### config.mk
export PLATFORM = sky130hd
export DESIGN_NAME = window_threshold_centroid_energy_top
export DESIGN_NICKNAME = d
export VERILOG_FILES = /design/src/hw/rtl/wtce_pkg.sv /design/src/hw/rtl/window_threshold_centroid_energy_top.sv
export VERILOG_INCLUDE_DIRS = /design/src /design/src/hw/rtl
export SDC_FILE = /design/constraint.sdc
export NUM_CORES = 1
export LEC_CHECK = 0
export BUFFER_PORTS_ARGS = -buffer_cell sky130_fd_sc_hd__buf_2
export CORE_MARGIN = 4
export CORE_UTILIZATION = 55
export CTS_CLUSTER_DIAMETER = 80
export DETAILED_ROUTE_END_ITERATION = 12
export PLACE_DENSITY = 0.74
export SYNTH_ARGS = -nofsm -noshare
export SYNTH_HDL_FRONTEND = slang
export SYNTH_SLANG_ARGS = --single-unit
export TNS_END_PERCENT = 100
### constraint.sdc
create_clock -name clock -period 16.1 [get_ports clock]
set_input_delay 4.83 -clock clock [delete_from_list [all_inputs] [get_ports clock]]
set_output_delay 4.83 -clock clock [all_outputs]
set_load 0.02 [all_outputs]
### src/hw/rtl/assert_macros.svh
// Assertion macros used by the centroid block's top-level RTL file.
`ifndef ASSERT_MACROS_SVH
`define ASSERT_MACROS_SVH
`ifndef ASSERT_OFF
// expr must hold at every clock edge outside reset
`define ASSERT_ALWAYS(label, clk, rst, expr) \
   label: assert property (@(posedge clk) disable iff (rst) (expr)) \
      else $error("assertion failed: invariant violated");
// cons must hold in the same cycle as ante
`define ASSERT_IMPLY(label, clk, rst, ante, cons) \
   label: assert property (@(posedge clk) disable iff (rst) (ante) |-> (cons)) \
      else $error("assertion failed: implication violated");
// cons must hold in the cycle after ante
`define ASSERT_NEXT(label, clk, rst, ante, cons) \
   label: assert property (@(posedge clk) disable iff (rst) (ante) |=> (cons)) \
      else $error("assertion failed: next-cycle implication violated");
`else
`define ASSERT_ALWAYS(label, clk, rst, expr)
`define ASSERT_IMPLY(label, clk, rst, ante, cons)
`define ASSERT_NEXT(label, clk, rst, ante, cons)
`endif
`endif

### src/hw/rtl/wtce_pkg.sv
// Constants, register codes and sequencer states of the windowed centroid block.
`timescale 1ns / 1ps

package wtce_pkg;

   // image geometry
   localparam int IMG_W = 2048;
   localparam int IMG_H = 2048;

   // field widths
   localparam int PIX_W   = 8;
   localparam int COORD_W = 11;
   localparam int WIN_W   = 13;
   localparam int THR_W   = 9;
   localparam int CNT_W   = 23;
   localparam int SUM_W   = 34;
   localparam int ACC_W   = 32;
   localparam int NRG_W   = 31;
   localparam int CEN_W   = 19;

   // Q.8 centroid: fraction bits and the added half
   localparam int FRAC_W = 8;
   localparam logic [CEN_W-1:0] HALF_Q8 = CEN_W'(1 << (FRAC_W - 1));

   // divider: one quotient bit per step over the whole shifted dividend
   localparam int DVD_W     = SUM_W + FRAC_W;
   localparam int DIV_STEPS = DVD_W;
   localparam int STEP_W    = $clog2(DIV_STEPS);
   localparam logic [STEP_W-1:0] DIV_LAST = STEP_W'(DIV_STEPS - 1);

   // configuration port
   localparam int CSR_IDX_W  = 3;
   localparam int CSR_DATA_W = WIN_W;

   localparam logic [CSR_IDX_W-1:0] REG_THRESHOLD  = 3'd0;
   localparam logic [CSR_IDX_W-1:0] REG_WIN_LEFT   = 3'd1;
   localparam logic [CSR_IDX_W-1:0] REG_WIN_TOP    = 3'd2;
   localparam logic [CSR_IDX_W-1:0] REG_WIN_RIGHT  = 3'd3;
   localparam logic [CSR_IDX_W-1:0] REG_WIN_BOTTOM = 3'd4;
   localparam logic [CSR_IDX_W-1:0] REG_REF_NOISE  = 3'd5;
   localparam logic [CSR_IDX_W-1:0] REG_TEST_NOISE = 3'd6;

   // register reset values
   localparam logic [THR_W-1:0] THRESHOLD_RST = 9'd128;
   localparam logic [WIN_W-1:0] WIN_END_RST   = 13'd2047;

   typedef enum logic [2:0] {
      ST_IDLE,
      ST_DIV_X,
      ST_DIV_Y,
      ST_EMIT
   } state_type;

endpackage

### src/hw/rtl/window_threshold_centroid_energy_top.sv
// Windowed, thresholded pixel centroid and energy sums with a shared serial divider.
`timescale 1ns / 1ps
`include "assert_macros.svh"

// Throughput: while idle, a request without frame_end is taken every cycle, accumulated on
// acceptance. A frame_end request stalls the input through ST_DIV_X, ST_DIV_Y and ST_EMIT:
// one restoring divider, one quotient bit per cycle, is used first for the column then for
// the row centroid; both are skipped when no pixel counted. ST_EMIT registers the result once
// the result slot is free; it is held while rsp_stall is high. Reset (synchronous, active high)
// restores register defaults and clears accumulators, sequencer and the result valid.

module window_threshold_centroid_energy_top (
   input  logic                                 clock,
   input  logic                                 reset,
   // configuration write port
   input  logic                                 csr_write,
   input  logic [wtce_pkg::CSR_IDX_W-1:0]       csr_index,
   input  logic [wtce_pkg::CSR_DATA_W-1:0]      csr_wdata,
   // pixel requests
   input  logic                                 req_valid,
   output logic                                 req_stall,
   input  logic [wtce_pkg::PIX_W-1:0]           req_pixel,
   input  logic [wtce_pkg::COORD_W-1:0]         req_col,
   input  logic [wtce_pkg::COORD_W-1:0]         req_row,
   input  logic                                 req_frame_end,
   // per-frame results
   output logic                                 rsp_valid,
   input  logic                                 rsp_stall,
   output logic [wtce_pkg::CEN_W-1:0]           rsp_center_x,
   output logic [wtce_pkg::CEN_W-1:0]           rsp_center_y,
   output logic [wtce_pkg::CNT_W-1:0]           rsp_pixel_count,
   output logic signed [wtce_pkg::NRG_W-1:0]    rsp_ref_energy,
   output logic signed [wtce_pkg::NRG_W-1:0]    rsp_test_energy
);

   import wtce_pkg::*;

   // ---------------------------------------------------------------- config
   logic [THR_W-1:0]        threshold_ff;
   logic signed [WIN_W-1:0] win_left_ff, win_top_ff, win_right_ff, win_bottom_ff;
   logic [PIX_W-1:0]        ref_noise_ff, test_noise_ff;

   // ---------------------------------------------------------- accumulators
   logic [CNT_W-1:0] count_ff,    count_in;
   logic [SUM_W-1:0] col_sum_ff,  col_sum_in;
   logic [SUM_W-1:0] row_sum_ff,  row_sum_in;
   logic [ACC_W-1:0] ref_acc_ff,  ref_acc_in;
   logic [ACC_W-1:0] test_acc_ff, test_acc_in;

   // ------------------------------------------------------------- sequencer
   state_type state_ff, state_in;
   logic [STEP_W-1:0] step_ff;

   // -------------------------------------------------------------- divider
   logic [DVD_W-1:0] dvd_ff;
   logic [CNT_W-1:0] rem_ff, rem_in;
   logic [CEN_W-1:0] quo_ff, quo_in;
   logic [CNT_W:0]   rem_shift;
   logic             quo_bit;

   // ---------------------------------------------------------- result path
   logic [CEN_W-1:0] center_x_ff, center_y_ff;
   logic             rsp_valid_ff;
   logic [CEN_W-1:0] rsp_center_x_ff, rsp_center_y_ff;
   logic [CNT_W-1:0] rsp_count_ff;
   logic [NRG_W-1:0] rsp_ref_ff, rsp_test_ff;

   logic req_accept, pix_hit, in_cols, in_rows, slot_free;
   logic div_step, div_last, emit_fire, start_div, skip_div;
   logic signed [WIN_W-1:0] col_s, row_s;

   // ------------------------------------------------------------- counting
   // Negative left/top need no clamp: coordinates are never negative.
   // The exclusive end is clamped by also comparing against the last column/row.
   assign col_s   = $signed({{(WIN_W-COORD_W){1'b0}}, req_col});
   assign row_s   = $signed({{(WIN_W-COORD_W){1'b0}}, req_row});
   assign in_cols = (col_s >= win_left_ff) && (col_s < win_right_ff)
                    && (32'(req_col) < 32'(IMG_W - 1));
   assign in_rows = (row_s >= win_top_ff) && (row_s < win_bottom_ff)
                    && (32'(req_row) < 32'(IMG_H - 1));
   assign pix_hit = in_cols && in_rows && ({1'b0, req_pixel} >= threshold_ff);

   assign req_accept = req_valid && !req_stall;
   assign slot_free  = !rsp_valid_ff || !rsp_stall;

   // the divisions start from the count that includes the frame_end pixel
   assign start_div = req_accept && req_frame_end && (count_in != '0);
   assign skip_div  = req_accept && req_frame_end && (count_in == '0);
   assign div_last  = (step_ff == DIV_LAST);

   // ------------------------------------------------- sequencer: next state
   always_comb begin
      state_in = state_ff;
      unique case (state_ff)
         ST_IDLE: begin
            if (start_div) begin
               state_in = ST_DIV_X;
            end else if (skip_div) begin
               state_in = ST_EMIT;
            end
         end
         ST_DIV_X: begin
            if (div_last) begin
               state_in = ST_DIV_Y;
            end
         end
         ST_DIV_Y: begin
            if (div_last) begin
               state_in = ST_EMIT;
            end
         end
         ST_EMIT: begin
            if (slot_free) begin
               state_in = ST_IDLE;
            end
         end
         default: state_in = ST_IDLE;
      endcase
   end

   // ---------------------------------------------------- sequencer: outputs
   always_comb begin
      req_stall = 1'b1;
      div_step  = 1'b0;
      emit_fire = 1'b0;
      unique case (state_ff)
         ST_IDLE:  req_stall = 1'b0;
         ST_DIV_X: div_step  = 1'b1;
         ST_DIV_Y: div_step  = 1'b1;
         ST_EMIT:  emit_fire = slot_free;
         default:  req_stall = 1'b1;
      endcase
   end

   // ------------------------------------------------ accumulator next values
   always_comb begin
      count_in    = count_ff;
      col_sum_in  = col_sum_ff;
      row_sum_in  = row_sum_ff;
      ref_acc_in  = ref_acc_ff;
      test_acc_in = test_acc_ff;
      if (req_accept && pix_hit) begin
         count_in    = count_ff + CNT_W'(1);
         col_sum_in  = col_sum_ff + SUM_W'(req_col);
         row_sum_in  = row_sum_ff + SUM_W'(req_row);
         ref_acc_in  = ref_acc_ff + ACC_W'(req_pixel) - ACC_W'(ref_noise_ff);
         test_acc_in = test_acc_ff + ACC_W'(req_pixel) - ACC_W'(test_noise_ff);
      end else if (emit_fire) begin
         count_in    = '0;
         col_sum_in  = '0;
         row_sum_in  = '0;
         ref_acc_in  = '0;
         test_acc_in = '0;
      end
   end

   // --------------------------------------------- shared restoring divider
   // Partial remainder stays below the count, so one extra bit covers the shift.
   assign rem_shift = {rem_ff, dvd_ff[DVD_W-1]};
   assign quo_bit   = (rem_shift >= {1'b0, count_ff});
   assign rem_in    = quo_bit ? CNT_W'(rem_shift - {1'b0, count_ff})
                              : rem_shift[CNT_W-1:0];
   // only the low quotient bits survive the Q.8 result width
   assign quo_in    = {quo_ff[CEN_W-2:0], quo_bit};

   // ------------------------------------------------ control and state regs
   always_ff @(posedge clock) begin
      if (reset) begin
         state_ff      <= ST_IDLE;
         step_ff       <= '0;
         rsp_valid_ff  <= 1'b0;
         threshold_ff  <= THRESHOLD_RST;
         win_left_ff   <= '0;
         win_top_ff    <= '0;
         win_right_ff  <= WIN_END_RST;
         win_bottom_ff <= WIN_END_RST;
         ref_noise_ff  <= '0;
         test_noise_ff <= '0;
         count_ff      <= '0;
         col_sum_ff    <= '0;
         row_sum_ff    <= '0;
         ref_acc_ff    <= '0;
         test_acc_ff   <= '0;
      end else begin
         state_ff    <= state_in;
         count_ff    <= count_in;
         col_sum_ff  <= col_sum_in;
         row_sum_ff  <= row_sum_in;
         ref_acc_ff  <= ref_acc_in;
         test_acc_ff <= test_acc_in;

         if (start_div || (div_step && div_last)) begin
            step_ff <= '0;
         end else if (div_step) begin
            step_ff <= step_ff + STEP_W'(1);
         end

         if (emit_fire) begin
            rsp_valid_ff <= 1'b1;
         end else if (!rsp_stall) begin
            rsp_valid_ff <= 1'b0;
         end

         if (csr_write) begin
            unique case (csr_index)
               REG_THRESHOLD:  threshold_ff  <= csr_wdata[THR_W-1:0];
               REG_WIN_LEFT:   win_left_ff   <= $signed(csr_wdata[WIN_W-1:0]);
               REG_WIN_TOP:    win_top_ff    <= $signed(csr_wdata[WIN_W-1:0]);
               REG_WIN_RIGHT:  win_right_ff  <= $signed(csr_wdata[WIN_W-1:0]);
               REG_WIN_BOTTOM: win_bottom_ff <= $signed(csr_wdata[WIN_W-1:0]);
               REG_REF_NOISE:  ref_noise_ff  <= csr_wdata[PIX_W-1:0];
               REG_TEST_NOISE: test_noise_ff <= csr_wdata[PIX_W-1:0];
               default: ;
            endcase
         end
      end
   end

   // ------------------------------------------------------- payload regs
   always_ff @(posedge clock) begin
      if (start_div) begin
         dvd_ff <= {col_sum_in, FRAC_W'(0)};
         rem_ff <= '0;
      end else if (div_step && div_last && (state_ff == ST_DIV_X)) begin
         dvd_ff <= {row_sum_ff, FRAC_W'(0)};
         rem_ff <= '0;
      end else if (div_step) begin
         dvd_ff <= {dvd_ff[DVD_W-2:0], 1'b0};
         rem_ff <= rem_in;
      end

      if (div_step) begin
         quo_ff <= quo_in;
      end

      if (skip_div) begin
         center_x_ff <= '0;
         center_y_ff <= '0;
      end else if (div_step && div_last && (state_ff == ST_DIV_X)) begin
         center_x_ff <= quo_in + HALF_Q8;
      end else if (div_step && div_last && (state_ff == ST_DIV_Y)) begin
         center_y_ff <= quo_in + HALF_Q8;
      end

      if (emit_fire) begin
         rsp_center_x_ff <= center_x_ff;
         rsp_center_y_ff <= center_y_ff;
         rsp_count_ff    <= count_ff;
         rsp_ref_ff      <= ref_acc_ff[NRG_W-1:0];
         rsp_test_ff     <= test_acc_ff[NRG_W-1:0];
      end
   end

   assign rsp_valid       = rsp_valid_ff;
   assign rsp_center_x    = rsp_center_x_ff;
   assign rsp_center_y    = rsp_center_y_ff;
   assign rsp_pixel_count = rsp_count_ff;
   assign rsp_ref_energy  = $signed(rsp_ref_ff);
   assign rsp_test_energy = $signed(rsp_test_ff);

   // ------------------------------------------------------------ assertions
   `ASSERT_IMPLY(a_div_nonzero, clock, reset, div_step, (count_ff != '0))
   `ASSERT_NEXT(a_emit_clears, clock, reset, emit_fire, (count_ff == '0 && col_sum_ff == '0))
   `ASSERT_IMPLY(a_rsp_from_emit, clock, reset, $rose(rsp_valid_ff), ($past(state_ff) == ST_EMIT))
   `ASSERT_ALWAYS(a_step_range, clock, reset, (step_ff <= DIV_LAST))

endmodule

==> results.md <==
- Worst path bufs/invs: 2
- Fin. max-slew vios: 0
- Clk sinks: ~480
- Final min period: 9090 ps
- Antenna Violating Nets Remaining: 0
- Layout cells sized above 1: 0.118
- Core area: 45700 sq um
- Final Skew: around 23 ps
- Fin. Hold Viols: 0
- Synth Net Count: 3016
- CP Cell Sequence: buf_2, ha_1, a21oi_1, nor2_1, or4_1, a31oi_1, nand4_1, nor3_4, mux2_2, a41oi_4, buf_4, mux2i_1
- Netlist Area Pre-Place: 25600 sq um
- Remaining DRCs: 0
- First-pass GRT wire length: 103000 um
- Peak VDD IR: around 0.09 mV
- Cell count after synthesis: 2780
- Clk buf depth: 3
- Die height: about 220 um
- Routed WL per cell: 18.0 um
- CP delay by family, top: simple AND/OR/NAND/NOR gates
- Post-synthesis sequential area ratio: 0.440
- Hold Path Stages: 0
- Fin crit share: 0.565
- Total GRT Usage: 0.247
- Setup crit start kind: input pin
- Leak: 0.0110 uW
- Crit Path Max Fanout: 48
- Commonest non-fill, non-tap cell in the layout: nand2_1
- Post-CTS setup buffers: 0
- Commonest cells after routing, fill and taps aside: 319 x nand2_1, 300 x dfxtp_1, 275 x a21oi_1
- Root buf cell: clkbuf_16
- Final worst slack: 7010 ps
- Max-cap check violation count: 0
- GRT overflow: 0
- Initial Utilization: 0.561
- RSZ-0062 raised after global routing: no
- H-tree depth: 2
- First-pass DRT Iterations: 6
- Gpl congestion: 0.913
- #FFs+latches synth: 475
- Warnings from Yosys: 0
- CP required: 16400 ps
- Cell area power density: 134 nW/um^2
- Final hold slack: ~430 ps
- Port bufs: roughly 180
- Post-CTS Hold Fix Bufs: 0
- # resized after CTS: 0
- Syn Area/Cell: 9.21 sq um
- TritonCTS clock tree: built
- Clk slew on worst S/H paths: 60 ps
- Row count: between 70 and 80
- Slowest cell on the critical path: buf_4
- Final nets: 3127
- Initial antenna violation count: 10
- Fillers: 3833
- Critical path class: input pin to flip-flop
- I/O pins: 177
- Worst slew margin: 0.344
- Ys async rst share: 0
- Place WS: 6480 ps
- Post-Layout Cell Count: 3535
- Vias in the first global route: 20.0k
- Die Width: 224 um
- HP Class: flip-flop to flip-flop
- Synth Flop Type: dfxtp_1
- DP HPWL: roughly 45000 um
- Status: completed
- Post-synth cell types: 67
- P&R area growth vs syn: 11.6%
- FMAX: between 0.1 and 0.15 GHz
- Clock latency on the worst-skew pair: a little under 600 ps
- Crit path arrival time: 9390 ps
- Die Area: 50100 sq um
- DRT iter0 DRCs: 1812
- Setup-failing EPs final: 0
- Reg2reg path depth: 12
- CTS Buf Count: 48
- Crit path depth: 12
- EDFF count, synth: ~180
- Via density: 5.95
- Drt total wl: 63800 um
- TNS Setup: 0 ps
- Via count: roughly 21k
- Placed cells: 3441
- Worst-Margin Slew: 980 ps
- Pin count of the biggest net entering global routing: 89
- Crit. End Element: flip-flop
- CP max stage delay: roughly 780 ps
-- where the power goes --
| group | total [uW] | internal (uW) | switching, uW |
|---|---|---|---|
| clock network | 1140 | 675 | 468 |
| logic | 1150 | 459 | 686 |
| registers | 1530 | 1440 | 91.5 |
| total | 3820 | 2580 | 1250 |
-- sequential cells by signal, summed over array words and instances (netlist names), 8 cells and up --
signal and cells:
threshold_ff 9, test_acc_ff 31, rsp_test_energy 31, win_left_ff 13
ref_acc_ff 31, count_ff 23, center_x_ff 19, win_top_ff 13
row_sum_ff 34, col_sum_ff 34, test_noise_ff 8, rsp_center_y 19
center_y_ff 19, quo_ff 18, rsp_ref_energy 31, win_right_ff 13
rsp_pixel_count 23, ref_noise_ff 8, rsp_center_x 19, dvd_ff 34
rem_ff 23, win_bottom_ff 13
-- path summary, 6_finish.rpt --
check	startpoint	endpoint	slack, ps
worst max register to register	state_ff[1]$_SDFFE_PP0P_	dvd_ff[32]$_DFFE_PP_	10670
worst max-delay path	req_col[10]	dvd_ff[32]$_DFFE_PP_	7010
worst min-delay path	center_x_ff[14]$_SDFFE_PP0P_	rsp_center_x[14]$_DFFE_PP_	430
worst min register to register	center_x_ff[14]$_SDFFE_PP0P_	rsp_center_x[14]$_DFFE_PP_	430
-- logic make-up after synthesis --
kind of cell / Yosys count / share of synthesized area
compound gates: 655 / 0.163
xor+xnor: 104 / 0.0356
fa+ha+maj: 184 / 0.0955
buf+inv: 351 / 0.0522
flops: 475 / 0.440
mux: 135 / 0.0544
simple gates: 876 / 0.160
-- routing by layer --
metal	part of all wire	global-route usage	routed length [um]
met2	0.47	0.416	30100
met1	0.44	0.333	27900
met4	0.027	0.0722	1710
met5	0.00052	0	33
met3	0.062	0.0384	3960
-- layout make-up --
cell class / count / area [sq um] / share of cell area
inverter: 213 / 805 / 0.0282
antenna: 5 / 12.5 / 0.000438
multi-input combinational: 1954 / 13100 / 0.458
clock inverter: 25 / 290 / 0.0102
tap: 600 / 751 / 0.0263
timing repair buffer: 199 / 1060 / 0.0371
clock buffer: 64 / 1320 / 0.0463
sequential: 475 / 11300 / 0.394
-- per-stage QoR --
step / power (uW) / utilization / cell area [sq um]
after detailed placement: 2690 / 0.590 / 27000
after global routing: 4040 / 0.626 / 28600
after floorplan: 2420 / - / 25600
final: 3820 / 0.626 / 28600
after global placement: 2650 / 0.590 / 27000
after CTS: 3840 / 0.625 / 28600
-- Yosys cell counts (12+ instances only) --
library cell | n | share of area
dfxtp_1 | 300 | 0.23
ha_1 | 165 | 0.081
nand3_1 | 109 | 0.021
o21ai_0 | 97 | 0.019
xor2_1 | 31 | 0.011
xnor2_1 | 73 | 0.025
edfxtp_1 | 175 | 0.21
o21a_1 | 20 | 0.0059
a2111oi_2 | 12 | 0.0070
and3_1 | 26 | 0.0064
mux2i_1 | 102 | 0.040
nor2b_1 | 13 | 0.0032
nor2_1 | 181 | 0.027
a21o_1 | 51 | 0.015
nor4_1 | 20 | 0.0049
or3_1 | 24 | 0.0059
inv_1 | 212 | 0.031
nand4_1 | 62 | 0.015
o211ai_1 | 20 | 0.0059
nor3_1 | 51 | 0.010
a211oi_1 | 21 | 0.0062
a211o_1 | 18 | 0.0062
nand2b_1 | 13 | 0.0032
o21bai_1 | 15 | 0.0044
a31oi_1 | 29 | 0.0071
a21oi_1 | 275 | 0.054
buf_1 | 12 | 0.0018
mux2_2 | 33 | 0.015
o31ai_1 | 12 | 0.0035
nand2_1 | 320 | 0.047
clkbuf_1 | 116 | 0.017
a221oi_1 | 17 | 0.0058
fa_1 | 19 | 0.015
nand3b_1 | 15 | 0.0044
Power figures use the tool's default switching activity.
